### src/hw/rtl/itad_pkg.sv
// ----------------------------------------------------------------------------
// itad_pkg
// Shared types, constants and the digit-to-character function of the
// integer to ASCII digits unit.
// ----------------------------------------------------------------------------
`default_nettype none

package itad_pkg;

  localparam int unsigned MAX_DIGITS_DEF = 32;
  localparam int unsigned VALUE_W        = 64;
  localparam int unsigned MODE_W         = 2;
  localparam int unsigned DCNT_W         = 6;
  localparam int unsigned CHAR_W         = 8;
  localparam int unsigned NIB_W          = 4;
  // decimal digits needed for the largest 64-bit value
  localparam int unsigned DEC_DIGITS     = 20;

  localparam logic [MODE_W-1:0] MODE_SDEC = 2'd0;
  localparam logic [MODE_W-1:0] MODE_UDEC = 2'd1;
  localparam logic [MODE_W-1:0] MODE_HEX  = 2'd2;

  localparam logic [CHAR_W-1:0] CHAR_ZERO  = 8'h30;
  localparam logic [CHAR_W-1:0] CHAR_UPPER = 8'h41;
  localparam logic [CHAR_W-1:0] CHAR_LOWER = 8'h61;

  typedef struct packed {
    logic load;   // capture an accepted word
    logic shift;  // one double-dabble step
    logic step;   // move to the next lower digit
  } itad_cmd_t;

  typedef struct packed {
    logic in_zero;  // offered word asks for no digits
    logic in_hex;   // offered word is hexadecimal
    logic last;     // current digit is the least significant one
  } itad_sts_t;

  function automatic logic [CHAR_W-1:0] digit_char(input logic [NIB_W-1:0] d,
                                                   input logic upper);
    logic [CHAR_W-1:0] ext;
    ext = {{(CHAR_W-NIB_W){1'b0}}, d};
    if (d < 4'd10) begin
      digit_char = CHAR_ZERO + ext;
    end else if (upper) begin
      digit_char = CHAR_UPPER + ext - 8'd10;
    end else begin
      digit_char = CHAR_LOWER + ext - 8'd10;
    end
  endfunction

endpackage

`default_nettype wire

### src/hw/rtl/itad_if.sv
// ----------------------------------------------------------------------------
// itad_if
// Valid/ready channels of the integer to ASCII digits unit: request words
// in, one character word out per digit.
// ----------------------------------------------------------------------------
`default_nettype none

interface itad_in_if;
  logic                          valid;
  logic                          ready;
  logic [itad_pkg::MODE_W-1:0]   mode;
  logic [itad_pkg::VALUE_W-1:0]  value;
  logic [itad_pkg::DCNT_W-1:0]   digit_count;
  logic                          upper_case;

  modport source (output valid, mode, value, digit_count, upper_case, input ready);
  modport sink   (input valid, mode, value, digit_count, upper_case, output ready);
endinterface

interface itad_out_if;
  logic                          valid;
  logic                          ready;
  logic [itad_pkg::CHAR_W-1:0]   character;
  logic                          last;

  modport source (output valid, character, last, input ready);
  modport sink   (input valid, character, last, output ready);
endinterface

`default_nettype wire

### src/hw/rtl/itad_dp.sv
// ----------------------------------------------------------------------------
// itad_dp
// Datapath: magnitude capture, double-dabble binary to BCD converter,
// digit register and down-counting digit index.
// ----------------------------------------------------------------------------
`default_nettype none

module itad_dp #(
  parameter int unsigned MAX_DIGITS = itad_pkg::MAX_DIGITS_DEF
) (
  input  wire logic                          clk_i,
  input  wire logic                          rst_ni,
  input  wire itad_pkg::itad_cmd_t           cmd_i,
  output      itad_pkg::itad_sts_t           sts_o,
  input  wire logic [itad_pkg::MODE_W-1:0]   mode_i,
  input  wire logic [itad_pkg::VALUE_W-1:0]  value_i,
  input  wire logic [itad_pkg::DCNT_W-1:0]   digit_count_i,
  input  wire logic                          upper_case_i,
  output      logic [itad_pkg::CHAR_W-1:0]   character_o
);

  localparam int unsigned IDX_W   = $clog2(MAX_DIGITS);
  localparam int unsigned CNT_W   = itad_pkg::DCNT_W + 1;
  localparam int unsigned DIG_N   = itad_pkg::DEC_DIGITS;
  localparam int unsigned DIG_W   = itad_pkg::NIB_W * DIG_N;
  localparam int unsigned DSEL_W  = $clog2(DIG_N);
  localparam int unsigned VW      = itad_pkg::VALUE_W;

  logic [VW-1:0]    bin_q, bin_d;
  logic [DIG_W-1:0] dig_q, dig_d;
  logic [IDX_W-1:0] idx_q, idx_d;
  logic             upper_q, upper_d;

  logic [CNT_W-1:0] cnt_ext;
  logic [CNT_W-1:0] cnt_clamp;
  logic [VW-1:0]    mag;
  logic [DIG_W-1:0] dig_adj;
  logic [itad_pkg::NIB_W-1:0] nib;

  always_comb begin
    cnt_ext   = {1'b0, digit_count_i};
    cnt_clamp = (cnt_ext > CNT_W'(MAX_DIGITS)) ? CNT_W'(MAX_DIGITS) : cnt_ext;
    mag       = ((mode_i == itad_pkg::MODE_SDEC) && value_i[VW-1]) ?
                (VW'(0) - value_i) : value_i;
  end

  // add three to every BCD digit of five or more before the shift
  always_comb begin
    for (int i = 0; i < DIG_N; i++) begin
      if (dig_q[i*4 +: 4] >= 4'd5) begin
        dig_adj[i*4 +: 4] = dig_q[i*4 +: 4] + 4'd3;
      end else begin
        dig_adj[i*4 +: 4] = dig_q[i*4 +: 4];
      end
    end
  end

  always_comb begin
    bin_d   = bin_q;
    dig_d   = dig_q;
    idx_d   = idx_q;
    upper_d = upper_q;
    if (cmd_i.load) begin
      idx_d   = IDX_W'(cnt_clamp - CNT_W'(1));
      upper_d = upper_case_i;
      bin_d   = mag;
      if (mode_i[1]) begin
        dig_d = {{(DIG_W-VW){1'b0}}, value_i};
      end else begin
        dig_d = '0;
      end
    end else if (cmd_i.shift) begin
      dig_d = {dig_adj[DIG_W-2:0], bin_q[VW-1]};
      bin_d = {bin_q[VW-2:0], 1'b0};
    end else if (cmd_i.step) begin
      idx_d = idx_q - IDX_W'(1);
    end
  end

  always_ff @(posedge clk_i or negedge rst_ni) begin
    if (!rst_ni) begin
      bin_q   <= '0;
      dig_q   <= '0;
      idx_q   <= '0;
      upper_q <= 1'b0;
    end else begin
      bin_q   <= bin_d;
      dig_q   <= dig_d;
      idx_q   <= idx_d;
      upper_q <= upper_d;
    end
  end

  // positions above the decimal capacity always read as zero
  always_comb begin
    if (idx_q < IDX_W'(DIG_N)) begin
      nib = dig_q[idx_q[DSEL_W-1:0]*4 +: 4];
    end else begin
      nib = '0;
    end
    character_o = itad_pkg::digit_char(nib, upper_q);
  end

  always_comb begin
    sts_o.in_zero = (digit_count_i == '0);
    sts_o.in_hex  = mode_i[1];
    sts_o.last    = (idx_q == '0);
  end

endmodule

`default_nettype wire

### src/hw/rtl/itad_ctrl.sv
// ----------------------------------------------------------------------------
// itad_ctrl
// Controller: accepts a request word, runs the binary to BCD conversion
// for decimal modes and paces the character words out.
// ----------------------------------------------------------------------------
`default_nettype none

module itad_ctrl (
  input  wire logic                 clk_i,
  input  wire logic                 rst_ni,
  input  wire logic                 in_valid_i,
  output      logic                 in_ready_o,
  output      logic                 out_valid_o,
  input  wire logic                 out_ready_i,
  input  wire itad_pkg::itad_sts_t  sts_i,
  output      itad_pkg::itad_cmd_t  cmd_o
);

  localparam int unsigned BIT_W = $clog2(itad_pkg::VALUE_W);

  typedef enum logic [1:0] {
    ST_IDLE,
    ST_CONVERT,
    ST_EMIT
  } state_e;

  state_e           state_q;
  logic [BIT_W-1:0] bit_q;
  logic             in_ready_q;
  logic             out_valid_q;

  assign in_ready_o  = in_ready_q;
  assign out_valid_o = out_valid_q;

  always_comb begin
    cmd_o.load  = in_valid_i & in_ready_q;
    cmd_o.shift = (state_q == ST_CONVERT);
    cmd_o.step  = out_valid_q & out_ready_i;
  end

  always_ff @(posedge clk_i or negedge rst_ni) begin
    if (!rst_ni) begin
      state_q     <= ST_IDLE;
      bit_q       <= '0;
      in_ready_q  <= 1'b1;
      out_valid_q <= 1'b0;
    end else begin
      case (state_q)
        ST_IDLE: begin
          // a word asking for no digits is dropped
          if (cmd_o.load && !sts_i.in_zero) begin
            in_ready_q <= 1'b0;
            bit_q      <= '0;
            if (sts_i.in_hex) begin
              state_q     <= ST_EMIT;
              out_valid_q <= 1'b1;
            end else begin
              state_q <= ST_CONVERT;
            end
          end
        end
        ST_CONVERT: begin
          bit_q <= bit_q + BIT_W'(1);
          if (bit_q == '1) begin
            state_q     <= ST_EMIT;
            out_valid_q <= 1'b1;
          end
        end
        ST_EMIT: begin
          if (cmd_o.step && sts_i.last) begin
            state_q     <= ST_IDLE;
            out_valid_q <= 1'b0;
            in_ready_q  <= 1'b1;
          end
        end
        default: begin
          state_q     <= ST_IDLE;
          in_ready_q  <= 1'b1;
          out_valid_q <= 1'b0;
        end
      endcase
    end
  end

`ifndef ASSERT_OFF
  a_ready_xor_valid: assert property (@(posedge clk_i) disable iff (!rst_ni)
    !(in_ready_q && out_valid_q))
    else $error("request accepted while characters are pending");

  a_no_out_convert: assert property (@(posedge clk_i) disable iff (!rst_ni)
    (state_q == ST_CONVERT) |-> !out_valid_q)
    else $error("character offered during conversion");

  a_busy_after_load: assert property (@(posedge clk_i) disable iff (!rst_ni)
    (cmd_o.load && !sts_i.in_zero) |=> !in_ready_q)
    else $error("still ready after taking a request");

  a_ready_after_last: assert property (@(posedge clk_i) disable iff (!rst_ni)
    (cmd_o.step && sts_i.last) |=> (in_ready_q && !out_valid_q))
    else $error("not idle after the final character");
`endif

endmodule

`default_nettype wire

### src/hw/rtl/integer_to_ascii_digits_unit.sv
// ----------------------------------------------------------------------------
// integer_to_ascii_digits_unit
// Converts a 64-bit value to a run of ASCII decimal or hexadecimal digits.
//
// A request word on in_i carries the value, the mode (signed decimal
// magnitude, unsigned decimal, hexadecimal), the hex letter case and the
// digit count. The unit answers with digit_count character words on out_o,
// most significant first, zero padded, last set on the final one. Counts
// above MAX_DIGITS keep the low-order MAX_DIGITS digits; a count of zero
// gives no words.
// Hexadecimal: the first character is offered in the cycle after acceptance.
// Decimal: a double-dabble pass over the value comes first, and the first
// character is offered once it ends. After that one character goes out per
// cycle while out_o is ready. in_i.ready is low from acceptance until the
// final word is taken. A stalled receiver simply holds the current
// character. Reset returns the unit to idle with in_i.ready high and
// nothing offered.
// ----------------------------------------------------------------------------
`default_nettype none

module integer_to_ascii_digits_unit #(
  parameter int unsigned MAX_DIGITS = itad_pkg::MAX_DIGITS_DEF
) (
  input  wire logic   clk_i,
  input  wire logic   rst_ni,
  itad_in_if.sink     in_i,
  itad_out_if.source  out_o
);

  itad_pkg::itad_cmd_t cmd;
  itad_pkg::itad_sts_t sts;
  logic                in_ready;
  logic                out_valid;
  logic [itad_pkg::CHAR_W-1:0] character;

  itad_ctrl u_ctrl (
    .clk_i       (clk_i),
    .rst_ni      (rst_ni),
    .in_valid_i  (in_i.valid),
    .in_ready_o  (in_ready),
    .out_valid_o (out_valid),
    .out_ready_i (out_o.ready),
    .sts_i       (sts),
    .cmd_o       (cmd)
  );

  itad_dp #(
    .MAX_DIGITS (MAX_DIGITS)
  ) u_dp (
    .clk_i         (clk_i),
    .rst_ni        (rst_ni),
    .cmd_i         (cmd),
    .sts_o         (sts),
    .mode_i        (in_i.mode),
    .value_i       (in_i.value),
    .digit_count_i (in_i.digit_count),
    .upper_case_i  (in_i.upper_case),
    .character_o   (character)
  );

  assign in_i.ready      = in_ready;
  assign out_o.valid     = out_valid;
  assign out_o.character = character;
  assign out_o.last      = sts.last;

endmodule

`default_nettype wire

### src/flat_wrapper.sv
// flat-port wrapper written by rule: the top's interface ports become plain ports
module integer_to_ascii_digits_unit_flat 
#(
  parameter int unsigned MAX_DIGITS = itad_pkg::MAX_DIGITS_DEF
)
  (clk_i, rst_ni, in_i_valid, in_i_mode, in_i_value, in_i_digit_count, in_i_upper_case, in_i_ready, out_o_valid, out_o_character, out_o_last, out_o_ready);
  itad_in_if in_i_i ();
  itad_out_if out_o_i ();
  input  wire logic clk_i;
  input  wire logic rst_ni;
  input wire logic [$bits(in_i_i.valid)-1:0] in_i_valid;
  input wire logic [$bits(in_i_i.mode)-1:0] in_i_mode;
  input wire logic [$bits(in_i_i.value)-1:0] in_i_value;
  input wire logic [$bits(in_i_i.digit_count)-1:0] in_i_digit_count;
  input wire logic [$bits(in_i_i.upper_case)-1:0] in_i_upper_case;
  output wire logic [$bits(in_i_i.ready)-1:0] in_i_ready;
  output wire logic [$bits(out_o_i.valid)-1:0] out_o_valid;
  output wire logic [$bits(out_o_i.character)-1:0] out_o_character;
  output wire logic [$bits(out_o_i.last)-1:0] out_o_last;
  input wire logic [$bits(out_o_i.ready)-1:0] out_o_ready;
  assign in_i_i.valid = in_i_valid;
  assign in_i_i.mode = in_i_mode;
  assign in_i_i.value = in_i_value;
  assign in_i_i.digit_count = in_i_digit_count;
  assign in_i_i.upper_case = in_i_upper_case;
  assign in_i_ready = in_i_i.ready;
  assign out_o_valid = out_o_i.valid;
  assign out_o_character = out_o_i.character;
  assign out_o_last = out_o_i.last;
  assign out_o_i.ready = out_o_ready;
  integer_to_ascii_digits_unit #(.MAX_DIGITS(MAX_DIGITS)) u_core (.clk_i(clk_i), .rst_ni(rst_ni), .in_i(in_i_i), .out_o(out_o_i));
endmodule
### config.mk
export PLATFORM = sky130hd
export DESIGN_NAME = integer_to_ascii_digits_unit_flat
export DESIGN_NICKNAME = d
export VERILOG_FILES = /design/src/hw/rtl/itad_pkg.sv /design/src/hw/rtl/itad_if.sv /design/src/hw/rtl/itad_dp.sv /design/src/hw/rtl/itad_ctrl.sv /design/src/hw/rtl/integer_to_ascii_digits_unit.sv /design/src/flat_wrapper.sv
export SDC_FILE = /design/constraint.sdc
export NUM_CORES = 1
export LEC_CHECK = 0
export ABC_AREA = 1
export ABC_CLOCK_PERIOD_IN_PS = 2400
export BUFFER_PORTS_ARGS = -buffer_cell sky130_fd_sc_hd__clkbuf_2
export CAP_MARGIN = 25
export CORE_MARGIN = 1.5
export CORE_UTILIZATION = 60
export DETAILED_ROUTE_END_ITERATION = 8
export PLACE_DENSITY = 0.79
export SLEW_MARGIN = 20
export SYNTH_ARGS = -nofsm -noshare
export SYNTH_HDL_FRONTEND = slang
export SYNTH_SLANG_ARGS = --single-unit
### constraint.sdc
create_clock -name clk_i -period 2.4 [get_ports clk_i]
set_clock_uncertainty 0.05 [all_clocks]
set_input_delay 0.12 -clock clk_i [delete_from_list [all_inputs] [get_ports clk_i]]
set_output_delay 0.12 -clock clk_i [all_outputs]
set_load 0.1 [all_outputs]
== After elaboration in Yosys (flattened, before gate mapping) ==
Index checks and enable logic that the tools add are counted.

* Reductions and logical operators: 16
* Shifts and indexed selects: 1
* Equal/unequal tests: 8
* Muxes and demuxes: 48
* $add $sub $neg: 29
* Divide/modulo/power cells: 0
* Magnitude comparators: 23
* Bitwise logic cells: 3
* $mul: 0

{| class="wikitable"
|+ Operators by type and width
! cell !! number
|-
| $mux W64 || 4
|-
| $mux W80 || 2
|-
| $ge A4 B3 Y1 const B || 20
|-
| $mux W4 || 20
|-
| $shiftx A80 B8 Y4 || 1
|-
| $add A4 B2 Y4 const B || 19
|-
| $sub A1 B64 Y64 const A || 1
|-
| $mux W5 || 4
|-
| $add A7 B4 Y8 const A || 2
|-
| $mux W8 || 2
|-
| $sub A8 B4 Y8 const B || 2
|-
| $pmux W6 S2 || 1
|-
| $ne A2 B2 Y1 const B || 5
|-
| $sub A5 B1 Y5 const B || 2
|-
| $mux W2 || 4
|-
| $add A6 B4 Y7 const A || 1
|-
| $add A6 B1 Y6 const B || 1
|-
| $eq A6 B6 Y1 const B || 1
|-
| $gt A6 B6 Y1 const B || 1
|-
| $logic_not A6 Y1 || 1
|-
| $mux W1 || 6
|-
| $mux W6 || 1
|-
| $pmux W1 S3 || 2
|-
| $pmux W2 S3 || 1
|-
| other kinds (16) || 24
|}

* Output and inout bits: 11
* Word-level logic and storage cells: 136
* Memories kept: 0
* RAM bits: 0
* Bits in read-only memories: 0
* Bits in registers: 160
* Latch bits: 0

== Logic depth before layout (Yosys ltp) ==
Gate-level depths: netlist of run 1.

* Depth after elaboration: 6
* Gate-level depth with buffers: 14
* Mapped depth without buffers: 13

== Modules after synthesis ==
From an unflattened synthesis of run 1, not the netlist that was laid out.

* Cells, all modules: 1804
* Area, all modules: 11982.7 µm²

{| class="wikitable"
|+ Modules (own cells, without submodules)
! module !! times used !! sequential area each (µm²) !! area each (µm²) !! cells each
|-
| itad_dp || 1 || 3753.6 || 11414.7 || 1732
|-
| itad_ctrl || 1 || 251.5 || 568.0 || 72
|}

== Worst setup path after synthesis of run 1 ==
No wires, ideal clock.

* Path type: register to output
* Start point: register u_core.u_dp.idx_q[0]
* End point: output port out_o_last
* Buffers on the path: 2
* Data required time: 2.230 ns
* Cell stages (with the launch flop): 4
* Arrival time: 3.627 ns
* Slack: -1.397 ns
* Path through: dfrtp_1 -> buf_4 -> buf_4 -> nor4_1

* Word-level cells in the longest chain between the ends: 1

{| class="wikitable"
|+ RTL lines
! what !! RTL line !! RTL
|-
| from (decl) || itad_dp.sv:31 || <nowiki>logic [IDX_W-1:0] idx_q, idx_d;</nowiki>
|-
| from (signal assigned) || itad_dp.sv:89 || <nowiki>idx_q <= idx_d;</nowiki>
|-
| $logic_not A5 Y1 || itad_dp.sv:107 || <nowiki>sts_o.last = (idx_q == '0);</nowiki>
|-
| to (decl) || flat_wrapper.sv:19 || <nowiki>output wire logic [$bits(out_o_i.last)-1:0] out_o_last;</nowiki>
|}

No other way between the ends.

== Final worst setup path of run 1 ==
* Start point: register u_core.u_dp.idx_q[0]
* End point: output port out_o_character[0]

* Word-level cells in the longest chain between the ends: 6

{| class="wikitable"
|+ RTL lines
! what !! RTL line !! RTL
|-
| $shiftx A80 B8 Y4 or $lt A5 B5 Y1 (tied branches) || itad_dp.sv:97, itad_dp.sv:96 ||
|-
| $mux W4 (*) || itad_dp.sv:96 || <nowiki>if (idx_q < IDX_W'(DIG_N)) begin</nowiki>
|-
| $add A7 B4 Y8 (on tied branches) || itad_pkg.sv:48, itad_pkg.sv:46 ||
|-
| $sub A8 B4 Y8 (on tied branches) || itad_pkg.sv:48, itad_pkg.sv:46 ||
|-
| $mux W8 || itad_pkg.sv:45 || <nowiki>end else if (upper) begin</nowiki>
|-
| $mux W8 (*) || itad_pkg.sv:43 || <nowiki>if (d < 4'd10) begin</nowiki>
|-
| to (decl) || flat_wrapper.sv:18 || <nowiki>output wire logic [$bits(out_o_i.character)-1:0] out_o_character;</nowiki>
|}

Every way passes the cells marked *; elsewhere a longest branch is shown, timed or not.

==> results of run 1 <==
==> report_power, final <==
part	switching, mW	internal, mW	total, mW
registers	0.843	3.83	4.67
clock network	1.25	1.40	2.65
logic	6.45	3.41	9.87
total	8.54	8.64	17.2
==> flip-flops by register name, summed over array words and instances (netlist names) <==
name,cells
u_core.u_ctrl.in_ready_o,1
u_core.u_ctrl.state_q,2
u_core.u_dp.bin_q,64
u_core.u_ctrl.bit_q,6
u_core.u_dp.idx_q,5
u_core.u_dp.upper_q,1
u_core.u_dp.dig_q,80
u_core.u_ctrl.out_valid_o,1
==> routing by layer <==
layer,global-route usage (%),vias up,share of wire [%]
met4,16.5,0,4.2
met3,5.61,106,9.1
li1,-,6190,-
met5,0,-,0
met2,58.5,709,45
met1,49.8,5964,41
==> cells by family after synthesis <==
| logic type | Yosys count | share of synthesized area [%] |
|---|---|---|
| AO/OA/AOI/OAI | 401 | 20.0 |
| XOR/XNOR | 26 | 1.87 |
| other | 1 | 0.0308 |
| AND/OR/NAND/NOR | 846 | 30.0 |
| buffers and inverters | 315 | 10.7 |
| adder cells (fa/ha/maj) | 44 | 4.52 |
| flip-flops | 160 | 32.9 |
==> layout make-up <==
cell class | count | area [um^2] | area share [%]
Timing Repair Buffer | 160 | 1320 | 9.41
Clock inverter | 12 | 98.8 | 0.702
Inverter | 240 | 912 | 6.48
Tap cell | 265 | 332 | 2.36
Clock buffer | 20 | 457 | 3.25
Multi-Input combinational cell | 1318 | 6940 | 49.3
Sequential cell | 160 | 4010 | 28.5
==> synthesized netlist by cell type, types with 25 or more instances <==
cell type  number
nand3_1       152
clkbuf_1       25
inv_1         227
dfrtp_1       159
ha_1           44
xor2_1         25
o221ai_1       27
nor2_1        205
o21ai_0       129
a21oi_1        81
buf_2          29
o22ai_1        49
a31oi_1        27
nand2_1       413
o211ai_1       35
==> worst paths after layout <==
check	from	end	slack, ns	depth (start not counted)
worst max-delay path	u_core.u_dp.idx_q[0]	out_o_character[0]	-0.12	10
worst min-delay path	in_i_value[60]	u_core.u_dp.bin_q[60]	0.004	5
worst max register to register	u_core.u_ctrl.in_ready_o	u_core.u_dp.idx_q[4]	0.34	10
worst min register to register	u_core.u_dp.bin_q[1]	u_core.u_dp.bin_q[1]	0.44	2
max in group asynchronous	rst_ni	u_core.u_dp.bin_q[6]	1.38	3
min in group asynchronous	rst_ni	u_core.u_dp.dig_q[12]	0.15	2
==> what timing repair did <==
item | in CTS | in global routing
pin swaps | 0 | 1
gates cloned | 1 | 1
resized for setup | 17 | 4
buffers inserted | 2 | 0
endpoints found under the hold margin | 101 | 0
endpoints found under the setup margin | 6 | 7
hold buffers | 44 | 0
==> worst register-to-register path: stages, from the launching register on <==
cell      delay (ns)
dfstp_2         0.54
nand2_2         0.09
clkinv_2        0.18
nor2_1          0.07
a31oi_1         0.28
ha_1            0.25
inv_1           0.05
nor2_1          0.12
nand2_1         0.08
xnor2_1         0.15
a21oi_1         0.09
==> through the flow <==
stage / setup WS (ns) / cell area [um^2]
after global routing: -0.278 / 14100
after detailed placement: 0.201 / 12900
after global placement: 0.252 / 12900
after CTS: -0.0880 / 14000
after floorplan: 0.0158 / 12200
final: -0.119 / 14100
==> summary.md, run 1 <==
| Metric | Value |
|---|---|
| Status | finished, violations left |
| Violated checks | setup timing |
| Post-DR vias/cell | 5.96 |
| CP max FO | 14 |
| Most frequent cells in the layout | 407 x nand2_1, 226 x inv_1, 200 x nor2_1, 156 x dfrtp_1, 151 x nand3_1 |
| DRT Pass-1 Iters | 8 |
| PwrDens | 1220 nW/um^2 |
| CTS tree | built |
| Root buf cell | clkbuf_16 |
| Largest net degree at the start of global routing | 103 |
| Hold_ws | 0.00358 ns |
| Layout cells sized above 1 | 11.9% |
| CP max stage delay | 0.45 ns |
| Rel. slew slack | 49.4% |
| Setup crit end kind | primary output |
| Final Hold Vio Count | 0 |
| Vias in the first global route | 12,300 |
| Ant diodes | 0 |
| Post-synth top area share | 32.7% |
| Setup violations, final | 7 |
| Period Utilization, post-route | 105% |
| Drt drc | 0 |
| Initial core utilization | 61.9% |
| Critical Path AT | 2.35 ns |
| Crit-path leading delay family | simple AND/OR/NAND/NOR gates |
| Filler cells | 1,681 |
| Minimum clock period after layout | 2.52 ns |
| # clock sinks | 160 |
| TNS Setup | -0.756 ns |
| MaxCap Viol Count | 0 |
| Critical path type | reg -> out |
| GRT overflow | 0 |
| Worst skew pair latency | 0.44 ns |
| Non-filler cells, final | 2,175 |
| Placed Cells | 2,095 |
| Synthesized flop and latch total | 160 |
| Post-synth top flop | dfrtp_1 |
| Worst-path cell chain | buf_4 -> clkbuf_16 -> o21ai_1 -> nand2_1 -> o21ai_2 -> nand2_2 -> nand2_2 -> nand3_1 -> nand2_1 -> buf_12 |
| Htree depth | 4 |
| Crit path buffers/inverters | 3 |
| Post-Route WL | 38,700 um |
| Syn Inst Count | 1,793 |
| Number of synthesis warnings | 0 |
| WP data required | 2.23 ns |
| Clk pin slew, worst setup/hold paths | 0.07 ns |
| Worst vdd ir | 0.774 mV |
| RSZ-0062 raised after global routing | true |
| Final total power | 17.2 mW |
| Crit start category | flip-flop |
| Input/output buffers | 86 |
| CP max-delay cell | dfrtp_2 |
| Cell area after synthesis | 12,200 um^2 |
| ANT nets after route | 0 |
| Total Routing Usage GR | 36.8% |
| Synth area leaders | dfrtp_1 33%, nand2_1 13%, inv_1 7.0% |
| Final Net Count | 2,018 |
| Least-Margin Pin Slew | 0.759 ns |
| Iter 0 DRT Violations | 1,441 |
| First-pass GRT wire length | 62,500 um |
| Area Growth Syn to Fin | 15.7% |
| Total die area | 21,100 um^2 |
| Initial antenna violation count | 0 |
| CTS buffer count | 17 |
| Sequential fraction of the synthesis area | 32.9% |
| Leak pwr | 6.47 nW |
| Cell Rows | 51 |
| Per-cell routed wire length | 17.8 um |
| Layout Utilization | 71.6% |
| Post-Syn Nets | 1,914 |
| Fraction of registers with async set/reset | 100% |
| Slew Limit Fails | 0 |
| Post-synth EDFFs | 0 |
| Commonest non-fill, non-tap cell in the layout | nand2_1 |
| Routed vias | 13,000 |
| Num ports | 88 |
| RePlAce Congestion | 0.969 |
| Final WS setup | -0.119 ns |
| Clock Tree Buf Depth | 2 |
| Die width | 145 um |
| Hold WC Path Type | in -> reg |
| Synth area leader | dfrtp_1 |
| Syn Area/Cell | 6.79 um^2 |
| Count of cell types in the netlist | 50 |
| Die height | 145 um |
| FMAX | 0.397 GHz |
| DP HPWL | 27,700 um |
| Core area | 19,700 um^2 |
Power figures use the tool's default switching activity.
==> inputs of run 2 (changes only) <==
--- a/config.mk
+++ b/config.mk
@@ -12,6 +12,7 @@
 export CORE_MARGIN = 1.5
 export CORE_UTILIZATION = 60
 export DETAILED_ROUTE_END_ITERATION = 8
+export MAX_ROUTING_LAYER = met4
 export PLACE_DENSITY = 0.79
 export SLEW_MARGIN = 20
 export SYNTH_ARGS = -nofsm -noshare
==> run 2 against run 1 <==
Against the previous run:
- the flow still finishes with violations (setup timing)
- worst hold slack gained 0.0043 ns
- global-route usage grew 1.5 points
- via count is essentially flat
- worst setup slack lost 0.093 ns
- sequential cell count is the same
- wire length grew 1.1%
- register-to-register slack lost 0.02 ns
- count of clock-buffer cells in the layout grew 1
- die area is the same
- final cell count grew 0.28%
- total power grew 2.5%
- first-iteration DRC count shrank 10%
- critical path type unchanged
- critical endpoint is now out_o_character[2]
==> summary.md, run 2 (same netlist as run 1, synthesis figures left out) <==
| Metric | Value |
|---|---|
| CTS buffer count | 17 (unchanged) |
| Placed Cells | 2,095 (unchanged) |
| Reg area | 4010 um^2 (unchanged) |
| Most frequent cells in the layout | 404 x nand2_1, 225 x inv_1, 199 x nor2_1, 156 x dfrtp_1, 151 x nand3_1 |
| DP HPWL | 28,100 um (+1.3%) |
| # clock sinks | 160 (unchanged) |
| Post-Route WL | 39,100 um (+1.1%) |
| RePlAce Congestion | 0.950 (-2.0%) |
| Multi-input logic area | 6980 um^2 (+0.50%) |
| Vias in the first global route | 12,000 (-2.1%) |
| Leak pwr | 6.52 nW (+0.82%) |
| Area Growth Syn to Fin | 17.0% |
| Non-filler cells, final | 2,181 (+0.28%) |
| Worst vdd ir | 0.756 mV (-2.3%) |
| Biggest regs | u_core.u_dp.dig_q: 80 flops, u_core.u_dp.bin_q: 64 flops, u_core.u_ctrl.bit_q: 6 flops |
| GRT met1 Usage | 50.8% (+0.97 points) |
| Crit start category | flip-flop |
| Per-cell routed wire length | 17.9 um (+0.86%) |
| Initial antenna violation count | 0 (unchanged) |
| Final Net Count | 2,024 (+0.30%) |
| Total die area | 21,100 um^2 (unchanged) |
| GR Util met2 | 59.1% (+0.57 points) |
| Hold WC Path Type | in -> reg |
| Largest net degree at the start of global routing | 103 (unchanged) |
| Num ports | 88 (unchanged) |
| DP Worst Slack | 0.161 ns (-0.0407 ns) |
| Die height | 145 um (unchanged) |
| Setup crit end kind | primary output |
| Commonest non-fill, non-tap cell in the layout | nand2_1 |
| Grt met3 use | 6.52% (+0.91 points) |
| CP max FO | 15 (+1) |
| Post-DR vias/cell | 5.94 (-0.33%) |
| Rel. slew slack | 41.7% (-7.6 points) |
| Hold_ws | 0.00787 ns (+0.00429 ns) |
| WP data required | 2.23 ns (about the same) |
| Design area | 14,200 um^2 (+1.1%) |
| Routed vias | 13,000 (-0.054%) |
| Final Hold Vio Count | 0 (unchanged) |
| RSZ-0062 raised after global routing | true |
| Layout Utilization | 72.4% (+0.80 points) |
| MaxCap Viol Count | 0 (unchanged) |
| Gr busiest metal | met2 |
| Input/output buffers | 86 (unchanged) |
| Total Routing Usage GR | 38.3% (+1.5 points) |
| Clk pin slew, worst setup/hold paths | 0.07 ns (about the same) |
| ANT nets after route | 0 (unchanged) |
| Cell Rows | 51 (unchanged) |
| Die width | 145 um (unchanged) |
| Minimum clock period after layout | 2.61 ns (+0.0931 ns) |
| Setup violations, final | 7 (unchanged) |
| Core area | 19,700 um^2 (unchanged) |
| Final total power | 17.6 mW (+2.5%) |
| Root buf cell | clkbuf_16 |
| DP Area | 12,900 um^2 (unchanged) |
| Initial core utilization | 61.9% (unchanged) |
| Critical path type | reg -> out |
| Worst skew pair latency | 0.44 ns (about the same) |
| FMAX | 0.383 GHz (-3.6%) |
| Violated checks | setup timing |
| Largest register by flop count | u_core.u_dp.dig_q |
| Least-Margin Pin Slew | 0.873 ns (+0.114 ns) |
| PwrDens | 1240 nW/um^2 (+1.4%) |
| Final WS setup | -0.212 ns (-0.0931 ns) |
| Period Utilization, post-route | 109% (+3.9 points) |
| Status | finished, violations left |
| Iter 0 DRT Violations | 1,293 (-10%) |
| Drt drc | 0 (unchanged) |
| CTS tree | built |
| Filler cells | 1,681 (unchanged) |
| Layout cells sized above 1 | 12.5% (+0.59 points) |
| DRT Pass-1 Iters | 6 (-2) |
| Largest register FFs | 80 (unchanged) |
| Critical Path AT | 2.44 ns (+0.09 ns) |
| GRT overflow | 0 (unchanged) |
| First-pass GRT wire length | 62,900 um (+0.59%) |
| Ant diodes | 0 (unchanged) |
| Slew Limit Fails | 0 (unchanged) |
| Clock Tree Buf Depth | 2 (unchanged) |
| Htree depth | 4 (unchanged) |
| TNS Setup | -0.999 ns (-0.244 ns) |
-- run 2: changes by cell type in the layout (fill, tap and decap cells not counted), moves of 3 or more --
| cell | before | now |
|---|---|---|
| nand2_1 | 407 | 404 |
| inv_6 | 6 | 2 |
| a21oi_2 | 1 | 5 |
| bufinv_16 | 0 | 3 |
| a21oi_1 | 81 | 77 |
| buf_4 | 21 | 24 |
-- run 2: critical path: stages, from the launching register on --
cell      delay [ns]
dfrtp_2         0.50
buf_12          0.18
o211ai_1        0.19
a21oi_1         0.10
nor2_1          0.11
nand2_1         0.08
nand2_2         0.11
ha_4            0.15
inv_2           0.04
a21oi_2         0.13
nand3_2         0.12
nand2_2         0.11
buf_12          0.17
-- run 2: repair_timing --
item                       in CTS  in global routing
setup endpoints to repair       7                  7
resized for setup              17                 23
hold buffers                   46                  0
setup buffers                   3                  4
gates cloned                    0                  1
hold endpoints to repair      117                  0
pin swaps                       0                  5
-- run 2: path summary, 6_finish.rpt --
check | depth (start not counted) | slack, ns | end | startpoint
min in group asynchronous | 2 | 0.19 | u_core.u_dp.dig_q[14] | rst_ni
worst max register to register | 10 | 0.32 | u_core.u_dp.idx_q[4] | u_core.u_ctrl.in_ready_o
worst min register to register | 2 | 0.45 | u_core.u_dp.bin_q[0] | u_core.u_dp.bin_q[0]
worst max-delay path | 12 | -0.21 | out_o_character[2] | u_core.u_dp.idx_q[0]
worst min-delay path | 4 | 0.008 | u_core.u_dp.bin_q[50] | in_i_value[50]
max in group asynchronous | 3 | 1.37 | u_core.u_dp.bin_q[57] | rst_ni
-- run 2: layout make-up --
type / instances / share of cell area, %
Tap cell: 265 / 2.33
Multi-Input combinational cell: 1318 / 49.0
Clock buffer: 21 / 3.24
Sequential cell: 160 / 28.2
Clock inverter: 11 / 1.09
Inverter: 240 / 6.45
Timing Repair Buffer: 166 / 9.69
-- run 2: where the power goes --
part	switching (mW)	total (mW)	internal, mW
Clock	1.20	2.90	1.70
Combinational	6.52	10.0	3.51
Sequential	0.863	4.69	3.83
-- run 2: metal layers --
| layer | part of all wire [%] | vias to the layer above |
|---|---|---|
| met3 | 9.1 | 107 |
| met5 | 0 | - |
| met1 | 42 | 5947 |
| met2 | 45 | 689 |
| li1 | - | 6219 |
| met4 | 3.7 | 0 |
